**config.mk**
```make
export PLATFORM = sky130hd
export DESIGN_NAME = seven_segment_pwm_display_driver
export DESIGN_NICKNAME = d
export VERILOG_FILES = /design/src/sspd_pkg.sv /design/src/sspd_core.sv /design/src/seven_segment_pwm_display_driver.sv
export SDC_FILE = /design/constraint.sdc
export NUM_CORES = 1
export LEC_CHECK = 0
export BUFFER_PORTS_ARGS = -buffer_cell sky130_fd_sc_hd__buf_4
export CAP_MARGIN = 20
export CORE_MARGIN = 4
export CORE_UTILIZATION = 36
export DETAILED_ROUTE_END_ITERATION = 6
export PLACE_DENSITY = 0.53
export RECOVER_POWER = 100
export SYNTH_ARGS = -nofsm -noshare
export SYNTH_HDL_FRONTEND = slang
export SYNTH_SLANG_ARGS = --single-unit
export TNS_END_PERCENT = 100
```
**constraint.sdc**
```tcl
create_clock -name i_clk -period 6.3 [get_ports i_clk]
set_input_delay 0.315 -clock i_clk [delete_from_list [all_inputs] [get_ports i_clk]]
set_output_delay 0.315 -clock i_clk [all_outputs]
set_load 0.01 [all_outputs]
```
**src/sspd_pkg.sv**
```systemverilog
// ----------------------------------------------------------------------------
// sspd_pkg
// Shared types, codes and the seven-segment table of the display driver.
// ----------------------------------------------------------------------------
`default_nettype none

package sspd_pkg;

    localparam int C_HEARTBEAT_TICKS = 500;
    localparam int C_DUTY_STEPS      = 5;
    localparam int C_NUMBER_W        = 16;
    localparam int C_BRIGHT_W        = 16;
    localparam int C_PATTERN_W       = 8;
    localparam int C_IN_TDATA_W      = 40;
    localparam int C_OUT_TDATA_W     = 16;

    typedef enum logic {
        ACT_TICK   = 1'b0,
        ACT_UPDATE = 1'b1
    } t_action;

    typedef enum logic {
        CFG_ON_LEVEL  = 1'b0,
        CFG_OFF_LEVEL = 1'b1
    } t_cfg_idx;

    typedef struct packed {
        t_action                 action;
        logic [C_NUMBER_W-1:0]   shown_number;
        logic [C_BRIGHT_W-1:0]   brightness;
        logic                    coil_bit;
    } t_item;

    typedef struct packed {
        logic                    heartbeat_led;
        logic                    tens_digit_on;
        logic [C_PATTERN_W-1:0]  segment_pattern;
        logic                    enable_pin;
    } t_result;

    function automatic logic [C_PATTERN_W-1:0] seg_code(input logic [3:0] digit);
        logic [C_PATTERN_W-1:0] code;
        unique case (digit)
            4'd0:    code = 8'h7E;
            4'd1:    code = 8'h42;
            4'd2:    code = 8'hEC;
            4'd3:    code = 8'hE6;
            4'd4:    code = 8'hD2;
            4'd5:    code = 8'hB6;
            4'd6:    code = 8'h9E;
            4'd7:    code = 8'h62;
            4'd8:    code = 8'hFE;
            4'd9:    code = 8'hF2;
            default: code = '0;
        endcase
        return code;
    endfunction

endpackage

`default_nettype wire

```
**src/sspd_core.sv**
```systemverilog
// ----------------------------------------------------------------------------
// sspd_core
// Display state: PWM duty counter, heartbeat divider, segment and tens
// registers, enable levels. Gives the outputs after the word in flight.
// ----------------------------------------------------------------------------
`default_nettype none

module sspd_core
    import sspd_pkg::*;
#(
    parameter int HEARTBEAT_TICKS = C_HEARTBEAT_TICKS,
    parameter int DUTY_STEPS      = C_DUTY_STEPS
) (
    input  wire logic    i_clk,
    input  wire logic    i_rst_n,
    input  wire logic    i_cfg_we,
    input  wire logic    i_cfg_idx,
    input  wire logic    i_cfg_data,
    input  wire logic    i_adv,
    input  wire t_item   i_item,
    output t_result      o_result
);

    localparam int BW = $clog2(DUTY_STEPS + 1);
    localparam int DW = BW + 1;
    localparam int TW = $clog2(HEARTBEAT_TICKS);

    localparam logic signed [DW-1:0] DUTY_S    = DW'(DUTY_STEPS);
    localparam logic signed [DW-1:0] DUTY_ONE  = DW'(1);
    localparam logic signed [DW-1:0] DUTY_ZERO = '0;
    localparam logic [TW-1:0]        TICK_LAST = TW'(HEARTBEAT_TICKS - 1);

    logic                    r_on,      n_on;
    logic                    r_off,     n_off;
    logic                    r_enable,  n_enable;
    logic [C_PATTERN_W-1:0]  r_pattern, n_pattern;
    logic                    r_tens,    n_tens;
    logic                    r_hb,      n_hb;
    logic [TW-1:0]           r_tick,    n_tick;
    logic signed [DW-1:0]    r_duty,    n_duty;
    logic [BW-1:0]           r_bright,  n_bright;

    logic signed [DW-1:0]    w_bright_s;
    logic signed [DW-1:0]    w_duty_base;
    logic [4:0]              w_sub;

    assign w_bright_s  = signed'({1'b0, r_bright});
    assign w_duty_base = (r_duty >= w_bright_s) ? (w_bright_s - DUTY_S) : r_duty;
    assign w_sub       = i_item.shown_number[4:0] - 5'd10;

    always_comb begin
        n_on      = r_on;
        n_off     = r_off;
        n_enable  = r_enable;
        n_pattern = r_pattern;
        n_tens    = r_tens;
        n_hb      = r_hb;
        n_tick    = r_tick;
        n_duty    = r_duty;
        n_bright  = r_bright;

        if (i_cfg_we) begin
            unique case (t_cfg_idx'(i_cfg_idx))
                CFG_ON_LEVEL:  n_on  = i_cfg_data;
                CFG_OFF_LEVEL: n_off = i_cfg_data;
                default:       n_on  = r_on;
            endcase
        end

        unique case (i_item.action)
            ACT_TICK: begin
                n_enable = (r_duty <= DUTY_ZERO) ? r_off : ~(r_on ^ i_item.coil_bit);
                n_duty   = w_duty_base + DUTY_ONE;
                if (r_tick == TICK_LAST) begin
                    n_tick = '0;
                    n_hb   = ~r_hb;
                end else begin
                    n_tick = r_tick + TW'(1);
                end
            end
            ACT_UPDATE: begin
                if (i_item.shown_number <= C_NUMBER_W'(9)) begin
                    n_pattern = seg_code(i_item.shown_number[3:0]);
                    n_tens    = 1'b0;
                end else if (i_item.shown_number < C_NUMBER_W'(20)) begin
                    n_pattern = seg_code(w_sub[3:0]);
                    n_tens    = 1'b1;
                end
                if (i_item.brightness <= C_BRIGHT_W'(DUTY_STEPS)) begin
                    n_bright = i_item.brightness[BW-1:0];
                end
            end
            default: n_duty = r_duty;
        endcase
    end

    // config regs take writes at any time; item state moves on advance only
    always_ff @(posedge i_clk) begin
        if (!i_rst_n) begin
            r_on      <= 1'b1;
            r_off     <= 1'b0;
            r_enable  <= 1'b0;
            r_pattern <= '0;
            r_tens    <= 1'b0;
            r_hb      <= 1'b1;
            r_tick    <= '0;
            r_duty    <= DUTY_ONE;
            r_bright  <= BW'(DUTY_STEPS);
        end else begin
            r_on  <= n_on;
            r_off <= n_off;
            if (i_adv) begin
                r_enable  <= n_enable;
                r_pattern <= n_pattern;
                r_tens    <= n_tens;
                r_hb      <= n_hb;
                r_tick    <= n_tick;
                r_duty    <= n_duty;
                r_bright  <= n_bright;
            end
        end
    end

    assign o_result.enable_pin      = n_enable;
    assign o_result.segment_pattern = n_pattern;
    assign o_result.tens_digit_on   = n_tens;
    assign o_result.heartbeat_led   = n_hb;

endmodule

`default_nettype wire

```
**src/seven_segment_pwm_display_driver.sv**
```systemverilog
// Path: an accepted input word passes the input register, then the output register.
// Throughput: one word per cycle while i_m_tready is high; an input register
// and an output register decouple the sides: one word enters while a result waits.
// Reset: synchronous, active low; clears both stages and loads state defaults.
// ----------------------------------------------------------------------------
// seven_segment_pwm_display_driver
// Seven-segment driver with PWM dimming of the enable pin and a heartbeat LED.
// ----------------------------------------------------------------------------
`default_nettype none

module seven_segment_pwm_display_driver
    import sspd_pkg::*;
#(
    parameter int HEARTBEAT_TICKS = C_HEARTBEAT_TICKS,
    parameter int DUTY_STEPS      = C_DUTY_STEPS
) (
    input  wire logic                      i_clk,
    input  wire logic                      i_rst_n,
    input  wire logic                      i_s_tvalid,
    output logic                           o_s_tready,
    // [15:0] shown_number, [31:16] brightness, [32] coil_bit, [39:33] zero
    input  wire logic [C_IN_TDATA_W-1:0]   i_s_tdata,
    // [0] action
    input  wire logic                      i_s_tuser,
    output logic                           o_m_tvalid,
    input  wire logic                      i_m_tready,
    // [0] enable_pin, [8:1] segment_pattern, [9] tens_digit_on,
    // [10] heartbeat_led, [15:11] zero
    output logic [C_OUT_TDATA_W-1:0]       o_m_tdata,
    input  wire logic                      i_cfg_we,
    input  wire logic                      i_cfg_idx,
    input  wire logic                      i_cfg_data
);

    logic    r_in_v;
    t_item   r_in;
    logic    r_out_v;
    t_result r_out;
    logic    w_accept;
    logic    w_adv;
    t_result w_result;

    assign o_s_tready = !r_in_v || !r_out_v || i_m_tready;
    assign w_accept   = i_s_tvalid && o_s_tready;
    assign w_adv      = r_in_v && (!r_out_v || i_m_tready);

    always_ff @(posedge i_clk) begin
        if (!i_rst_n) begin
            r_in_v  <= 1'b0;
            r_out_v <= 1'b0;
        end else begin
            if (w_accept) begin
                r_in_v <= 1'b1;
            end else if (w_adv) begin
                r_in_v <= 1'b0;
            end
            if (w_adv) begin
                r_out_v <= 1'b1;
            end else if (i_m_tready) begin
                r_out_v <= 1'b0;
            end
        end
    end

    always_ff @(posedge i_clk) begin
        if (w_accept) begin
            r_in.action       <= t_action'(i_s_tuser);
            r_in.shown_number <= i_s_tdata[15:0];
            r_in.brightness   <= i_s_tdata[31:16];
            r_in.coil_bit     <= i_s_tdata[32];
        end
        if (w_adv) begin
            r_out <= w_result;
        end
    end

    sspd_core #(
        .HEARTBEAT_TICKS (HEARTBEAT_TICKS),
        .DUTY_STEPS      (DUTY_STEPS)
    ) u_core (
        .i_clk      (i_clk),
        .i_rst_n    (i_rst_n),
        .i_cfg_we   (i_cfg_we),
        .i_cfg_idx  (i_cfg_idx),
        .i_cfg_data (i_cfg_data),
        .i_adv      (w_adv),
        .i_item     (r_in),
        .o_result   (w_result)
    );

    assign o_m_tvalid = r_out_v;
    assign o_m_tdata  = {5'b0, r_out.heartbeat_led, r_out.tens_digit_on,
                         r_out.segment_pattern, r_out.enable_pin};

endmodule

`default_nettype wire

```
* After elaboration in Yosys (flattened, before gate mapping)
Memories as Yosys holds them, arrays and structs flattened. A register that Yosys moved wholly into a read port is not among the register bits. Index checks and enable logic that the tools add are counted.
Storage, ports and cells: register bits after elaboration 76, ROM bits 224, bits of input ports 48, output and inout bits 18, word-level logic and storage cells 66, memories 2
Cells by class: $add $sub $neg 4, $lt $le $gt $ge 5, equality and inequality tests 1, mux-type cells 17, bitwise logic cells 5, reductions and logical operators 13
Memories:
- (name not given) | depth 16, bits a word 7, read ports 1, clocked after memory_dff 1, wr ports 0, line sspd_pkg.sv:43 | unique case (digit)
- (name not given) | depth 16, bits a word 7, read ports 1, clocked after memory_dff 0, wr ports 0, line sspd_pkg.sv:43
Operator list (count):
- two-way mux 8 bit | 3
- less-or-equal comparator 16 x 3 -> 1 bit, second input constant | 1
- less-or-equal comparator 16 x 4 -> 1 bit, second input constant | 1
- less-than comparator 16 x 5 -> 1 bit, second input constant | 1
- two-way mux 1 bit | 11
- adder 9 x 1 -> 9 bit, second input constant | 1
- equality test 9 bit, second input constant | 1
- two-way mux 9 bit | 1
- two-way mux 4 bit | 2
- AND reduction 2 bit | 3
- adder 4 x 2 -> 4 bit, second input constant | 1
- greater-or-equal comparator 4 bit | 1
- less-or-equal comparator 4 x 1 -> 1 bit, second input constant | 1
- inverter 1 bit | 4
- nonzero test 2 bit | 2
- subtractor 3 x 3 -> 4 bit, second input constant | 1
- subtractor 4 bit, second input constant | 1
- logical OR 1 bit | 3
- AND reduction 3 bit | 1
- logical AND 1 bit | 2
- logical NOT 1 bit | 2
- XOR 1 bit | 1

* Logic depth before layout (Yosys ltp)
Gate-level depths: netlist (run 1).
depth after elaboration 5, depth in mapped cells 11, depth with buffers taken out 11

* By module
A second synthesis (run 1) with hierarchy kept.
Unflattened totals: cell total of the unflattened synthesis 334, area total of the unflattened synthesis 3598.5 µm²
Modules (own cells, without submodules):
- sspd_core | times used 1, cells an instance 274, area an instance 2102.0 µm², sequential area each 580.6 µm²
- seven_segment_pwm_display_driver | times used 1, cells an instance 60, area an instance 1496.4 µm², sequential area each 1391.3 µm²

* Worst setup path before layout (run 1)
Ideal clock, no wire load.
path kind reg2reg, start point reg u_core.r_bright[2], end point reg u_core.r_duty[2], setup time 0.076 ns, arrival time 2.026 ns, required time 6.224 ns, path slack 4.198 ns, cell stages (with the launch flop) 12, buffers on the path 0, cells stage by stage dfxtp_1 -> inv_1 -> ha_1 -> a21o_1 -> a31oi_1 -> nor2_1 -> nor2_1 -> a21oi_1 -> ha_1 -> nor3_1 -> o21ai_0 -> a31oi_1
On the way: word-level cells in the longest chain between the ends 3, elaborated cells on any way between the ends 4, classes of those cells add/sub (2); order compare (1); mux (1)
Ends and longest elaborated chain:
- start, declared | line sspd_core.sv:41 | logic [BW-1:0] r_bright, n_bright;
- start signal, assigned | line sspd_core.sv:108 | r_bright <= BW'(DUTY_STEPS);
- start signal, assigned | line sspd_core.sv:119 | r_bright <= n_bright;
- greater-or-equal comparator 4 bit / subtractor 3 x 3 -> 4 bit (equally long branches) | line sspd_core.sv:48 | assign w_duty_base = (r_duty >= w_bright_s) ? (w_bright_s - DUTY_S) : r_duty;
- two-way mux 4 bit (*) | line sspd_core.sv:48
- adder 4 x 2 -> 4 bit (*) | line sspd_core.sv:73 | n_duty = w_duty_base + DUTY_ONE;
- end signal, assigned | line sspd_core.sv:118 | r_duty <= n_duty;
- end, declared | line sspd_core.sv:40 | logic signed [DW-1:0] r_duty, n_duty;
Every way passes the cells marked *; elsewhere a longest branch is shown, timed or not. A chain may end at the register's enable or synchronous reset.

* Worst setup path after layout (run 1)
start point reg r_in[26] in the netlist's numbering, end point reg u_core.r_pattern[4]
On the way: word-level cells in the longest chain between the ends 4, elaborated cells on any way between the ends 5, classes of those cells order compare (2); mux (3)
Ends and longest elaborated chain:
- start, declared | line seven_segment_pwm_display_driver.sv:36 | t_item r_in;
- less-than comparator 16 x 5 -> 1 bit | line sspd_core.sv:85 | end else if (i_item.shown_number < C_NUMBER_W'(20)) begin
- two-way mux 8 bit | line sspd_core.sv:85
- two-way mux 8 bit (*) | line sspd_core.sv:82 | if (i_item.shown_number <= C_NUMBER_W'(9)) begin
- two-way mux 8 bit (*) | line sspd_core.sv:70 | unique case (i_item.action)
- end signal, assigned | line sspd_core.sv:114 | r_pattern <= n_pattern;
- end, declared | line sspd_core.sv:36 | logic [C_PATTERN_W-1:0] r_pattern, n_pattern;
Marks and branches as above.

==> flow_summary.toml, run 1 <==
[status]
outcome = "finished, violations left"
violations = "max-capacitance violations, max-slew violations"

[timing]
fmax_mhz = 366.4
finalHoldViolCount = 0
worstMarginPinSlew_ps = 1786
fin_crit_ps = 2729
rsz0062_at_grt = "no"
finalMaxSlewViolations = 35
skew_ps = 14.02
setup_violations = 0
finalWorstSetupSlack_ps = 3571
slew_headroom_pct = -19.07
fin_setup_tns_ps = 0
fin_crit_sh_pct = 43.32

[yosys]
synthTopCellsByArea = "edfxtp_1, dfxtp_1, ha_1"
synthFlopType = "edfxtp_1"
synth_top_cell_area_share_pct = 35.14
synth_warnings = 0
ys_seq_elements = 83
synth.avg_cell_area_um2 = 10.80
synth.distinct_cells = 53
synth_edf_count = 45
synthArstFlopShare_pct = 0
netlist_area_um2 = 3845
synth_top_area_cell = "edfxtp_1"
synth_cells = 356
synth.yosys.seq_area_share_pct = 54.93

[pwr]
p_int_uw = 794.3
peakVddDrop_mv = 0.1356
powerDensity_nw_per_um2 = 241.8
seq_power_share_pct = 57.1
clockPowerShare_pct = 32.9
p_leak_uw = 0.001706
p_comb_share_pct = 10.0
p_switching_uw = 282.6
switching_share_pct = 26.24

[critical_path]
worstPathRequired_ps = 6580
crit_type = "reg2reg"
worst-path-max-fanout = 13
endpoint_kind = "flop"
cp.arrival_ps = 3010
worst_setup_path_start_kind = "flop"

[clock_network]
path_clk_slew_ps = 90
clk_latency_ps = 350
hold_buffers = 0
numCtsBuffers = 9
cts.htree.levels = 3
cts_sinks = 83
cts-root-buf = "clkbuf_8"
tritoncts = "built"
cts_setup_buffers = 0
clock_path_buffers = 2
post_cts_resized = 0

[floorplanning]
dieArea_um2 = 12400
core_area_um2 = 10370
pin_count = 66
die_h_um = 111.3
row_count = 37
die_w_um = 111.3
initial_core_util_pct = 37.08

[grt]
antenna_found_initial = 0
track_usage_pct = 12.79
grt_max_degree = 35
grt_pass1_vias = 2680
grt-ovfl-total = 0
grt_pass1_wl_mm = 13.04

[final_layout]
final_nets = 476
drive_gt1_share_pct = 14.18
antennaDiodeCount = 0
area_growth_pct = 15.82

[drt]
first_iter_violations = 194
first_pass_iters = 4
routed_wl_mm = 7.630
ant_nets = 0
num_vias = 2746
drc_errors = 0
vias_per_cell = 4.975
routedWlPerCell_um = 13.82

[worst_hold_path]
hold_class = "in2reg"

[place]
hpwl_mm = 5.586
dp_slack_ps = 3855
numPortBuffers = 53
place.gp.congestion = 0.8170

[job]
max-cap-violations = 1
-- Yosys cell counts, drive strengths merged (2+ instances only) --
cell    number
edfxtp      45
dfxtp       38
nand2       29
nor2        29
a21oi       22
inv         22
ha          17
o21ai       16
o22ai       13
mux2i       11
nand3       10
xor2        10
buf          9
nand4        7
nor3         7
and2         5
clkbuf       5
a21o         4
nand2b       4
nor2b        4
nor4         4
o211ai       4
o31ai        4
o32ai        4
and3         3
xnor2        3
a31oi        2
mux2         2
nand3b       2
nor3b        2
nor4b        2
o21bai       2
or3          2
-- cell usage in the layout, fill, tap and decap left out, types with 16 or more instances in the layout --
master / n
o21ai_0: 16
inv_1: 22
edfxtp_1: 45
nor2_1: 29
a21oi_1: 22
clkbuf_4: 31
nand2_1: 29
ha_1: 17
dfxtp_1: 38
clkbuf_1: 18
-- logic make-up (layout without fill, tap and decap cells) --
| family | after synthesis | in the layout | share of synthesized area [%] |
|---|---|---|---|
| mux | 13 | 13 | 3.449 |
| flops | 83 | 83 | 54.93 |
| simple gates | 113 | 113 | 15.75 |
| buf+inv | 37 | 93 | 4.361 |
| compound gates | 79 | 79 | 12.92 |
| xor+xnor | 13 | 13 | 2.961 |
| fa+ha+maj | 17 | 17 | 5.532 |
| other cells | 1 | 5 | 0.09753 |
-- per-layer routing --
| layer | vias to the layer above | share of wire, % | GRT usage [%] |
|---|---|---|---|
| met3 | 6 | 4.1 | 3.370 |
| met5 | - | 0 | 0 |
| met4 | 0 | 1.1 | 4.380 |
| met2 | 52 | 47 | 20.31 |
| met1 | 1293 | 48 | 17.01 |
| li1 | 1395 | - | - |
-- power groups by stage --
stage | sequential [uW] | clock [uW] | combinational, uW
floorplan | 622 | 0 | 75.2
global placement | 627 | 0 | 112
detailed placement | 627 | 0 | 114
CTS | 615 | 372 | 114
global route | 618 | 392 | 123
finish | 615 | 354 | 108
-- cell type report --
| cell class | instances | area [um2] |
|---|---|---|
| tap | 136 | 170.2 |
| timing repair buffer | 54 | 337.8 |
| clock buffer | 9 | 123.9 |
| inverter | 23 | 86.33 |
| multi-input combinational | 240 | 1564 |
| sequential | 83 | 2112 |
| clock inverter | 7 | 58.81 |
| fill | 1036 | 5917 |
-- stage by stage --
step / std cells / total power, uW / cell area (um2) / util, % / hold slack, ps
after floorplan: 360 / 697.3 / 3860 / - / 405.1
after global placement: 536 / 739.2 / 4354 / 41.99 / 412.5
after detailed placement: 536 / 741.0 / 4354 / 41.99 / 415.5
after CTS: 552 / 1100 / 4537 / 43.75 / 103.7
after global routing: 552 / 1134 / 4453 / 42.94 / 122.7
final: 552 / 1077 / 4453 / 42.94 / 152.5
-- flip-flops by register name (all words and copies together) (netlist names), named ones only --
register and cells:
u_core.r_tens 1, u_core.r_off 1, o_m_tdata 11, u_core.r_pattern 8, u_core.r_hb 1, u_core.r_on 1, o_m_tvalid 1, u_core.r_tick 9
u_core.r_bright 3, u_core.r_enable 1, u_core.r_duty 4, r_in 34, r_in_v 1
-- path summary, 6_finish.rpt --
check | startpoint | end | slack, ps | cells past startpoint
min reg2reg | u_core.r_pattern[0]$_SDFFE_PN0P_ | u_core.r_pattern[0]$_SDFFE_PN0P_ | 430 | 2
min | i_s_tdata[12] | r_in[29]$_DFFE_PN_ | 150 | 1
max reg2reg | r_in[26]$_DFFE_PN_ | u_core.r_pattern[4]$_SDFFE_PN0P_ | 3570 | 5
max | r_in[26]$_DFFE_PN_ | u_core.r_pattern[4]$_SDFFE_PN0P_ | 3570 | 5
-- worst max-delay path, stage by stage (launching register included) --
cell      delay (ps)
edfxtp_1         370
nor4_1           660
nand3_1          430
nor2_1           710
nand3_1          260
o22ai_1          230
(Power assumes the default switching activity.)
==> inputs of run 2 (changes only) <==
Settings changed: PLACE_DENSITY 0.53 to 0.55.
Clock period 6.3 ns to 2.18 ns, I/O delays scaled along.
==> run 2 against run 1 <==
- the run now ends clean
- cell count rose by 10%
- first-iteration DRC count fell by 48%
- non-clock buffer count up 57
- clock power rose to 2.9 times the previous value
- worst setup slack worse by 3500 ps
- die area stayed put
- largest power group unchanged
- highest routed layer unchanged
==> flow_summary.toml, run 2 (synthesized netlist as in run 1, its figures left out) <==
[critical_path]
cp.arrival_ps = 2430
endpoint_kind = "flop"
r2r_setup_slack_ps = 30
r2r-start = "u_core.r_bright[2]$_SDFFE_PN1P_"
worstPathRequired_ps = 2460
crit_family = "compound AO/OA/AOI/OAI gates"
cp.buffers_inverters = 1
startpoint = "u_core.r_bright[2]$_SDFFE_PN1P_"
crit_type = "reg2reg"
worst_setup_path_start_kind = "flop"
worst-path-max-fanout = 6
crit_chain = "inv_1, ha_1, a21o_1, a31oi_2, nor2_2, a21oi_1, ha_2, nor3b_2, o22ai_1, a31oi_1"
slowest_delay_ps = 370
crit_slowest_cell = "dfxtp_2"

[floorplanning]
row_count = 37
dieArea_um2 = 12400
die_w_um = 111.3
core_area_um2 = 10370
initial_core_util_pct = 37.08
die_h_um = 111.3
pin_count = 66

[job]
max-cap-violations = 0

[grt]
track_usage_pct = 13.70
grt-ovfl-total = 0
grt_pass1_vias = 2869
grt_max_degree = 21
antenna_found_initial = 0
grt_pass1_wl_mm = 13.78

[drt]
drc_errors = 0
first_pass_iters = 5
routed_wl_mm = 8.191
ant_nets = 0
num_vias = 2906
first_iter_violations = 101
routedWlPerCell_um = 13.45
vias_per_cell = 4.772

[timing]
fin_crit_sh_pct = 98.59
rsz0062_at_grt = "yes"
finalHoldViolCount = 0
fin_crit_ps = 2149
setup_violations = 0
worstMarginPinSlew_ps = 751.9
skew_ps = 7.502
slew_headroom_pct = 49.88
hold_ws_ps = 22.12
finalMaxSlewViolations = 0
fmax_mhz = 465.3

[clock_network]
path_clk_slew_ps = 90
tritoncts = "built"
clk_latency_ps = 350
cts_sinks = 83
cts-root-buf = "clkbuf_8"
numCtsBuffers = 9
clock_path_buffers = 2
cts.htree.levels = 3

[final_layout]
antennaDiodeCount = 0
final_common_cell = "edfxtp_1"
drive_gt1_share_pct = 18.82
regMostFlops = "r_in"
fin_util_pct = 48.21
largest_reg_flops = 34
final_cell_mix = "edfxtp_1, dfxtp_1, dlygate4sd3_1"
area_growth_pct = 30.04
final_nets = 533

[worst_hold_path]
min-delay-start = "i_cfg_idx"
hold_class = "in2reg"

[place]
hpwl_mm = 5.806
numPortBuffers = 53
place.gp.congestion = 0.8481

[status]
outcome = "complete, no violations"

[pwr]
p_leak_uw = 0.001952
peakVddDrop_mv = 0.2777
powerDensity_nw_per_um2 = 642.2
==> run 2: changes by cell type in the layout (fill, tap and decap cells not counted), sizes merged <==
| cell | delta |
|---|---|
| dlygate4sd3 | +36 |
| buf | +19 |
| clkbuf | +2 |
| clkinv | -2 |
| clkinvlp | +2 |
==> run 2: per-layer routing <==
metal | vias to the layer above | GRT usage, % | share of wire [%]
li1 | 1504 | - | -
met1 | 1335 | 17.61 | 47
met2 | 60 | 22.44 | 48
met3 | 7 | 3.750 | 4.0
met4 | 0 | 4.542 | 1.3
met5 | - | 0 | 0
==> run 2: layout make-up <==
class / instances / area [um2]
fillers: 966 / 5370
flip-flops and latches: 83 / 2113
multi-input cells: 240 / 1593
repair buffers: 111 / 853.3
well taps: 136 / 170.2
clock buffers: 9 / 123.9
inverters: 23 / 86.33
clock inverters: 7 / 60.06
==> run 2: per-stage QoR <==
step | area (um2) | cells | TNS, ps | setup WS (ps) | power [uW]
3_3_place_gp | 4504 | 556 | 0 | 77.40 | 2166
4_1_cts | 5049 | 608 | 0 | 8.473 | 3256
5_1_grt | 5000 | 609 | -144.9 | -144.9 | 3389
3_5_place_dp | 4504 | 556 | 0 | 30.32 | 2172
2_1_floorplan | 3860 | 360 | 0 | 78.03 | 2015
6_report | 5000 | 609 | 0 | 30.73 | 3211
==> run 2: repair_timing <==
action                                  CTS  global route
hold buffers                             36             0
resized for setup                         0             7
buffers inserted                          0             1
endpoints found under the setup margin    0             8
hold endpoints to repair                 36             0
==> run 2: final timing paths <==
| kind | cells past startpoint | end |
|---|---|---|
| max reg2reg | 10 | u_core.r_duty[2]$_SDFFE_PN0P_ |
| min | 3 | u_core.r_off$_SDFFE_PN0P_ |
| min reg2reg | 2 | u_core.r_pattern[0]$_SDFFE_PN0P_ |
| max | 10 | u_core.r_duty[2]$_SDFFE_PN0P_ |
==> run 2: worst min-delay path, stage by stage <==
cell	delay (ps)
buf_4	120
nand3_1	60
a21oi_1	50
==> run 2: power by group <==
group	leakage [uW]	switching [uW]	internal, uW
clock network	0.0000844	593	431
registers	0.000748	39.8	1730
logic	0.00112	211	209
total	0.00195	844	2370
==> inputs of run 3 (changes only) <==
Settings changed: PLACE_DENSITY 0.55 to 0.68.
==> run 3 against run 2 <==
- worst hold slack improved by 8.0 ps
- highest routed layer unchanged
- cell area up 2.0%
- global-route usage decreased by 0.46 points
- sequential power barely moved
- sequential share of layout area down 0.78 points
- non-clock buffer count fell by 6
- register-to-register slack hardly changed
- core utilization rose by 0.97 points
- critical path depth decreased by 3
- first-iteration DRC count rose by 32%
- routed wire length decreased by 0.78%
==> flow_summary.toml, run 3 (synthesized netlist as in run 1, its figures left out) <==
[status]
outcome = "complete, no violations"

[timing]
finalMaxSlewViolations = 0
fin_setup_tns_ps = 0
finalWorstSetupSlack_ps = 39.75
setup_violations = 0
finalHoldViolCount = 0
slew_headroom_pct = 46.97
fin_crit_sh_pct = 98.18
rsz0062_at_grt = "yes"
fmax_mhz = 467.2
worstMarginPinSlew_ps = 795.5
fin_crit_ps = 2140
skew_ps = 10.16

[final_layout]
largest_reg_flops = 34
final_cell_mix = "edfxtp_1, dlygate4sd3_1, dfxtp_1"
fin_util_pct = 49.18
area_growth_pct = 32.64
antennaDiodeCount = 0
final_nets = 527
register_area_um2 = 2116
regMostFlops = "r_in"
drive_gt1_share_pct = 20.13
fillers = 948
final_common_cell = "edfxtp_1"
multiInputGateArea_um2 = 1642

[grt]
antenna_found_initial = 0
grt_pass1_vias = 2971
grt-ovfl-total = 0
grt_max_degree = 35
grt_pass1_wl_mm = 13.57
track_usage_pct = 13.24

[critical_path]
crit_chain = "inv_1, ha_1, a21o_1, a221o_2, buf_12, o32ai_1, o21ai_0"
worstRegToRegCells = 7
endpoint_kind = "flop"
slowest_delay_ps = 410
cp.arrival_ps = 2230
crit_type = "reg2reg"
r2r_setup_slack_ps = 40
worstPathRequired_ps = 2270
crit_slowest_cell = "a221o_2"
worst-path-max-fanout = 4
reg2reg_to = "o_m_tdata[5]$_DFFE_PP_"
worst_setup_path_start_kind = "flop"
r2r-start = "r_in[18]$_DFFE_PN_"

[clock_network]
cts_sinks = 83
clock_path_buffers = 2
cts.htree.levels = 3
tritoncts = "built"
cts-root-buf = "clkbuf_8"
numCtsBuffers = 9
clk_latency_ps = 350
path_clk_slew_ps = 90

[worst_hold_path]
hold_class = "in2reg"
min-delay-start = "i_cfg_idx"
hold_depth = 3
min_to = "u_core.r_off$_SDFFE_PN0P_"

[drt]
first_iter_violations = 133
routedWlPerCell_um = 13.48
first_pass_iters = 4
num_vias = 2970
vias_per_cell = 4.925
drc_errors = 0
routed_wl_mm = 8.127
ant_nets = 0

[job]
max-cap-violations = 0

[place]
place.gp.congestion = 0.8558
numPortBuffers = 53
dp_slack_ps = -6.720
hpwl_mm = 5.771

[pwr]
p_total_uw = 3568
peakVddDrop_mv = 0.3558
powerDensity_nw_per_um2 = 699.6
p_leak_uw = 0.001981

[floorplanning]
initial_core_util_pct = 37.08
die_w_um = 111.3
row_count = 37
die_h_um = 111.3
pin_count = 66
core_area_um2 = 10370
dieArea_um2 = 12400
-- run 3: cell count changes in the layout (fill, tap and decap cells not counted), sizes merged --
cell,change
clkbuf,-2
clkinvlp,-3
buf,-4
bufinv,+3
clkinv,-1
inv,+1
-- run 3: layout make-up --
type	count	area share [%]
Tap cell	136	3.337
Inverter	23	1.693
Sequential cell	83	41.49
Clock buffer	9	2.429
Timing Repair Buffer	105	16.32
Clock inverter	7	2.552
Multi-Input combinational cell	240	32.19
-- run 3: how the worst max path moves through the flow --
stage,start,to,slack [ps],cells after the start
2_1_floorplan,u_core.r_bright[2]$_SDFFE_PN1P_,u_core.r_duty[2]$_SDFFE_PN0P_,80,11
3_3_place_gp,u_core.r_bright[2]$_SDFFE_PN1P_,u_core.r_duty[2]$_SDFFE_PN0P_,90,11
3_5_place_dp,u_core.r_bright[2]$_SDFFE_PN1P_,u_core.r_duty[2]$_SDFFE_PN0P_,-7,11
4_1_cts,u_core.r_duty[0]$_SDFFE_PN1P_,u_core.r_duty[2]$_SDFFE_PN0P_,7,10
5_1_grt,r_in[18]$_DFFE_PN_,o_m_tdata[5]$_DFFE_PP_,-30,7
6_report,r_in[18]$_DFFE_PN_,o_m_tdata[5]$_DFFE_PP_,40,7
-- run 3: stage by stage --
stage / hold slack, ps / cells / area (um2)
4_1_cts: 12.26 / 602 / 5077
6_report: 30.11 / 603 / 5100
3_3_place_gp: 286.7 / 550 / 4459
2_1_floorplan: 207.9 / 360 / 3860
5_1_grt: 27.60 / 603 / 5100
3_5_place_dp: 288.5 / 550 / 4459
-- run 3: power breakdown --
group / internal, uW / leakage, uW / total (uW) / switching [uW]
Sequential: 1730 / 0.000748 / 1770 / 44.3
Combinational: 215 / 0.00110 / 422 / 207
Clock: 785 / 0.000128 / 1370 / 589
-- run 3: routing by layer --
metal	track usage (%)	wire length (um)	vias to the layer above
met3	3.533	447	15
met4	5.434	187	0
met5	0	0	-
li1	-	-	1493
met1	17.68	3704	1376
met2	20.47	3787	86
-- run 3: critical path, delay by kind of cell, from the launching register on --
| family | cells | cell delay [ps] |
|---|---|---|
| AO/OA/AOI/OAI | 4 | 1040 |
| adder cells (fa/ha/maj) | 1 | 230 |
| buffers and inverters | 2 | 230 |
| flip-flops | 1 | 380 |
-- run 3: what timing repair did --
action / CTS / global route
pin swaps: 0 / 2
setup endpoints to repair: 1 / 5
buffers inserted: 0 / 1
gates resized for setup: 2 / 13
hold buffers: 36 / 0
endpoints found under the hold margin: 36 / 0
